===== src/hw/rtl/ppg_ram.sv =====
// Generic single-port synchronous RAM with registered read.
// No dependencies.
module ppg_ram #(
    parameter int Width = 8,
    parameter int Depth = 16
) (
    input  logic                     i_clk,
    input  logic                     i_we,
    input  logic [$clog2(Depth)-1:0] i_addr,
    input  logic [Width-1:0]         i_wdata,
    output logic [Width-1:0]         o_rdata
);
    logic [Width-1:0] r_mem [Depth];

    // read one entry per cycle, and write it too when i_we is set (the read gives the old data)
    always_ff @(posedge i_clk) begin
        if (i_we) begin
            r_mem[i_addr] <= i_wdata;
        end
        o_rdata <= r_mem[i_addr];
    end
endmodule


===== config.mk =====
export PLATFORM = sky130hd
export DESIGN_NAME = ppg_ram
export DESIGN_NICKNAME = d
export VERILOG_FILES = /design/src/hw/rtl/ppg_ram.sv
export SDC_FILE = /design/constraint.sdc
export NUM_CORES = 1
export LEC_CHECK = 0
export ABC_AREA = 0
export BUFFER_PORTS_ARGS = -buffer_cell sky130_fd_sc_hd__buf_2
export CORE_MARGIN = 4
export CORE_UTILIZATION = 40
export DETAILED_ROUTE_END_ITERATION = 6
export GPL_TIMING_DRIVEN = 1
export PLACE_DENSITY_LB_ADDON = 0.12
export RECOVER_POWER = 100
export SYNTH_ARGS = -nofsm -noshare
export SYNTH_HDL_FRONTEND = slang
export SYNTH_SLANG_ARGS = --single-unit

===== constraint.sdc =====
create_clock -name i_clk -period 1.76 [get_ports i_clk]
set_input_delay 0.176 -clock i_clk [delete_from_list [all_inputs] [get_ports i_clk]]
set_output_delay 0.176 -clock i_clk [all_outputs]
set_load 0.03 [all_outputs]

==> results.md <==
- Cts repair resizes: 0
- Multi-input logic area: 1000 um2
- Number of placed I/O pins: 22
- Number of optimization iterations in the first detailed-route pass: 4
- Synth Flop Type: edfxtp_1
- Gate power share: 0.046
- Hold Crit Class: in2reg
- Number of hold-slack violations in the final timing report: 0
- Placed insts: 429
- Number of standard cells after synthesis: 230
- Layout filler cell count: 1050
- P_sw: 1510 uW
- Arr. time, crit path: 1.58 ns
- Count of standard-cell rows: 40
- Cells on Worst Hold Path: 1
- Share of total power in the clock network: 0.492
- Root buf cell: clkbuf_16
- Total congestion overflow: 0
- Die Outline Area: 14500 um2
- Syn Std Cell Area: 5070 um2
- Antenna diode instance count: 0
- Antenna violations before repair: 0
- Final period utilization: 0.869
- Worst VDD drop: 0.798 mV
- Leakage power summed over all cells: 0.00197 uW
- Result of the run: completed
- Number of nets in the final layout: 294
- Upper clock frequency limit: 0.654 GHz
- DIE WIDTH: 121 um
- Average size of a mapped cell: 22.0 um2
- Filler-free cell count of the finished design: 461
- Unrepaired setup endpoints after global routing: no
- First-pass GRT wire length: 15400 um
- Total negative slack for setup checks: 0 ns
- Setup Skew: 0.00867 ns
- Count of state elements after synthesis: 136
- Maximum number of pins on one net before global-route repair: 40
- TritonCTS sink count: 136
- Maximum buffer depth of the clock tree: 2
- Post-synthesis net count: 244
- Type of element launching the critical path: primary input
- Portion of the post-synthesis area used by sequential elements: 0.790
- Unique masters post-synth: 18
- Floorplan Core Area: 12200 um2
- Detailed placement HPWL: 6410 um
- Proportion of layout cells with a drive suffix above 1: 0.276
- All-layer global routing usage: 0.152
- PnR worst setup slack: 0.230 ns
- Final design instance area without fill: 6090 um2
- Sequential Power Share: 0.462
- Transition time at the pin with the least slew margin: 0.746 ns
- Pwr Density: 1300 nW/um2
- Via count of the first global-routing pass: 2465
- Post-cts hold buffer count: 0
- Post CTS Setup Buffer Count: 0
- FFs w/ async S/R, synth: 0
- Start-to-end type of the worst setup path: in2reg
- Number of design-rule violations left by the first detailed-router iteration: 230
- Setup slack at placement: 0.0868 ns
- Max-cap violations: 0
- EDFF count, synth: 128
- Hold Slack: 0.293 ns
- Worst setup EP type: flop
- Final Max Tran Viols: 0
- Chip Height: 121 um
- Wire length per cell after detailed routing: 21.7 um
- H-tree Lvls: 4
- Int Pwr: 6390 uW
- Via count: 2373
- Area growth from synthesis to final layout: 20.2%
- Relative slew slack: 0.503
- I/O Buffers: 21
- Combined flip-flop and latch cell area: 4000 um2
- Vias per Instance: 5.15
- Insertion delay of the later-clocked pin in the worst-skew pair: 0.42 ns
- Minimum clock period after layout: 1.53 ns
- Yosys warnings: 0
- Post-CTS clock slew at the launch and capture registers of the worst setup and hold paths: 0.05 ns
- Count of antenna-violating nets left after detailed routing: 0
- Clock tree from TritonCTS: yes
- Instance area at placement: 5510 um2
- Total DRC errors in the routed layout: 0
- Share of total power consumed by net switching: 0.192
- Initial Util: 0.415
- Routability congestion estimate: 0.787
- Total routed wirelength: 10000 um
- CP max FO: 39
- Number of buffers added by the clock tree synthesis step: 17
- R2R cell count: 3
- Endpoint required time on the critical path: 1.81 ns
- Setup-failing EPs final: 0
[power groups by stage]
| stage | Sequential [uW] | Combinational, uW | Clock, uW |
|---|---|---|---|
| 2_1_floorplan | 3750 | 187 | 0 |
| 3_3_place_gp | 3710 | 387 | 0 |
| 3_5_place_dp | 3710 | 394 | 0 |
| 4_1_cts | 3650 | 394 | 3960 |
| 5_1_grt | 3650 | 402 | 4140 |
| 6_report | 3650 | 367 | 3890 |
[path summary, 6_finish.rpt]
check,start,endpoint,slack (ns)
setup / recovery,i_addr[1],r_mem[2][2],0.23
hold / removal,i_wdata[7],r_mem[7][7],0.29
setup reg to reg,r_mem[3][5],o_rdata[5],0.36
hold reg to reg,r_mem[4][0],o_rdata[0],0.69
[state kept, by name, summed over array words and instances, names as in the netlist]
name,flops
r_mem,128
o_rdata,8
[per-layer routing]
layer  vias to the layer above  wire [um]  global-route usage
met5                         -          0                   0
li1                       1066          -                   -
met3                        14        704              0.0547
met1                      1214       4350               0.214
met4                         0        136              0.0552
met2                        79       4810               0.220
[synth_stat cells (4+ instances only)]
cell type,instances,share of area
nand2_1,9,0.0067
buf_1,4,0.0030
mux4_2,32,0.14
nor3_1,4,0.0040
nor2_1,13,0.0096
dfxtp_1,8,0.032
a22oi_1,16,0.024
edfxtp_1,128,0.76
[worst max-delay path, stage by stage]
cell      delay, ns
buf_2          0.07
clkbuf_4       0.51
nand2b_1       0.24
nor2_1         0.14
clkbuf_1       0.42
[cells by family after synthesis]
logic type / after synthesis / share of synthesized area
DFF: 136 / 0.790
buffers and inverters: 11 / 0.0119
muxes: 32 / 0.142
and+or+nand+nor: 35 / 0.0321
AOI/OAI and AO/OA: 16 / 0.0237
[per-stage QoR]
| step | power (uW) | util |
|---|---|---|
| floorplan | 3930 | - |
| global placement | 4100 | 0.451 |
| detailed placement | 4110 | 0.451 |
| CTS | 8000 | 0.505 |
| global route | 8190 | 0.499 |
| finish | 7900 | 0.499 |
[cell type report]
| type | instances | area share |
|---|---|---|
| repair buffers | 42 | 0.0357 |
| clock buffers | 17 | 0.0698 |
| flip-flops and latches | 136 | 0.657 |
| well taps | 168 | 0.0345 |
| multi-input cells | 83 | 0.165 |
| clock inverters | 15 | 0.0380 |
[placed cells by master (no fill, tap or decap)]
| master | n |
|---|---|
| bufinv_16 | 6 |
| mux4_2 | 32 |
| and2_1 | 1 |
| clkinv_4 | 1 |
| buf_12 | 1 |
| nand3_1 | 1 |
| clkinv_2 | 4 |
| or3b_2 | 1 |
| nand2b_1 | 2 |
| clkbuf_1 | 24 |
| clkbuf_4 | 1 |
| clkinvlp_4 | 2 |
| nor2b_1 | 2 |
| nor3_1 | 4 |
| nor2_1 | 13 |
| clkbuf_16 | 17 |
| buf_2 | 4 |
| clkinv_1 | 2 |
| nand3b_1 | 2 |
| a22oi_1 | 16 |
| dfxtp_1 | 8 |
| clkbuf_2 | 4 |
| buf_4 | 8 |
| nand2_1 | 9 |
| edfxtp_1 | 128 |
Power figures use the tool's default switching activity.
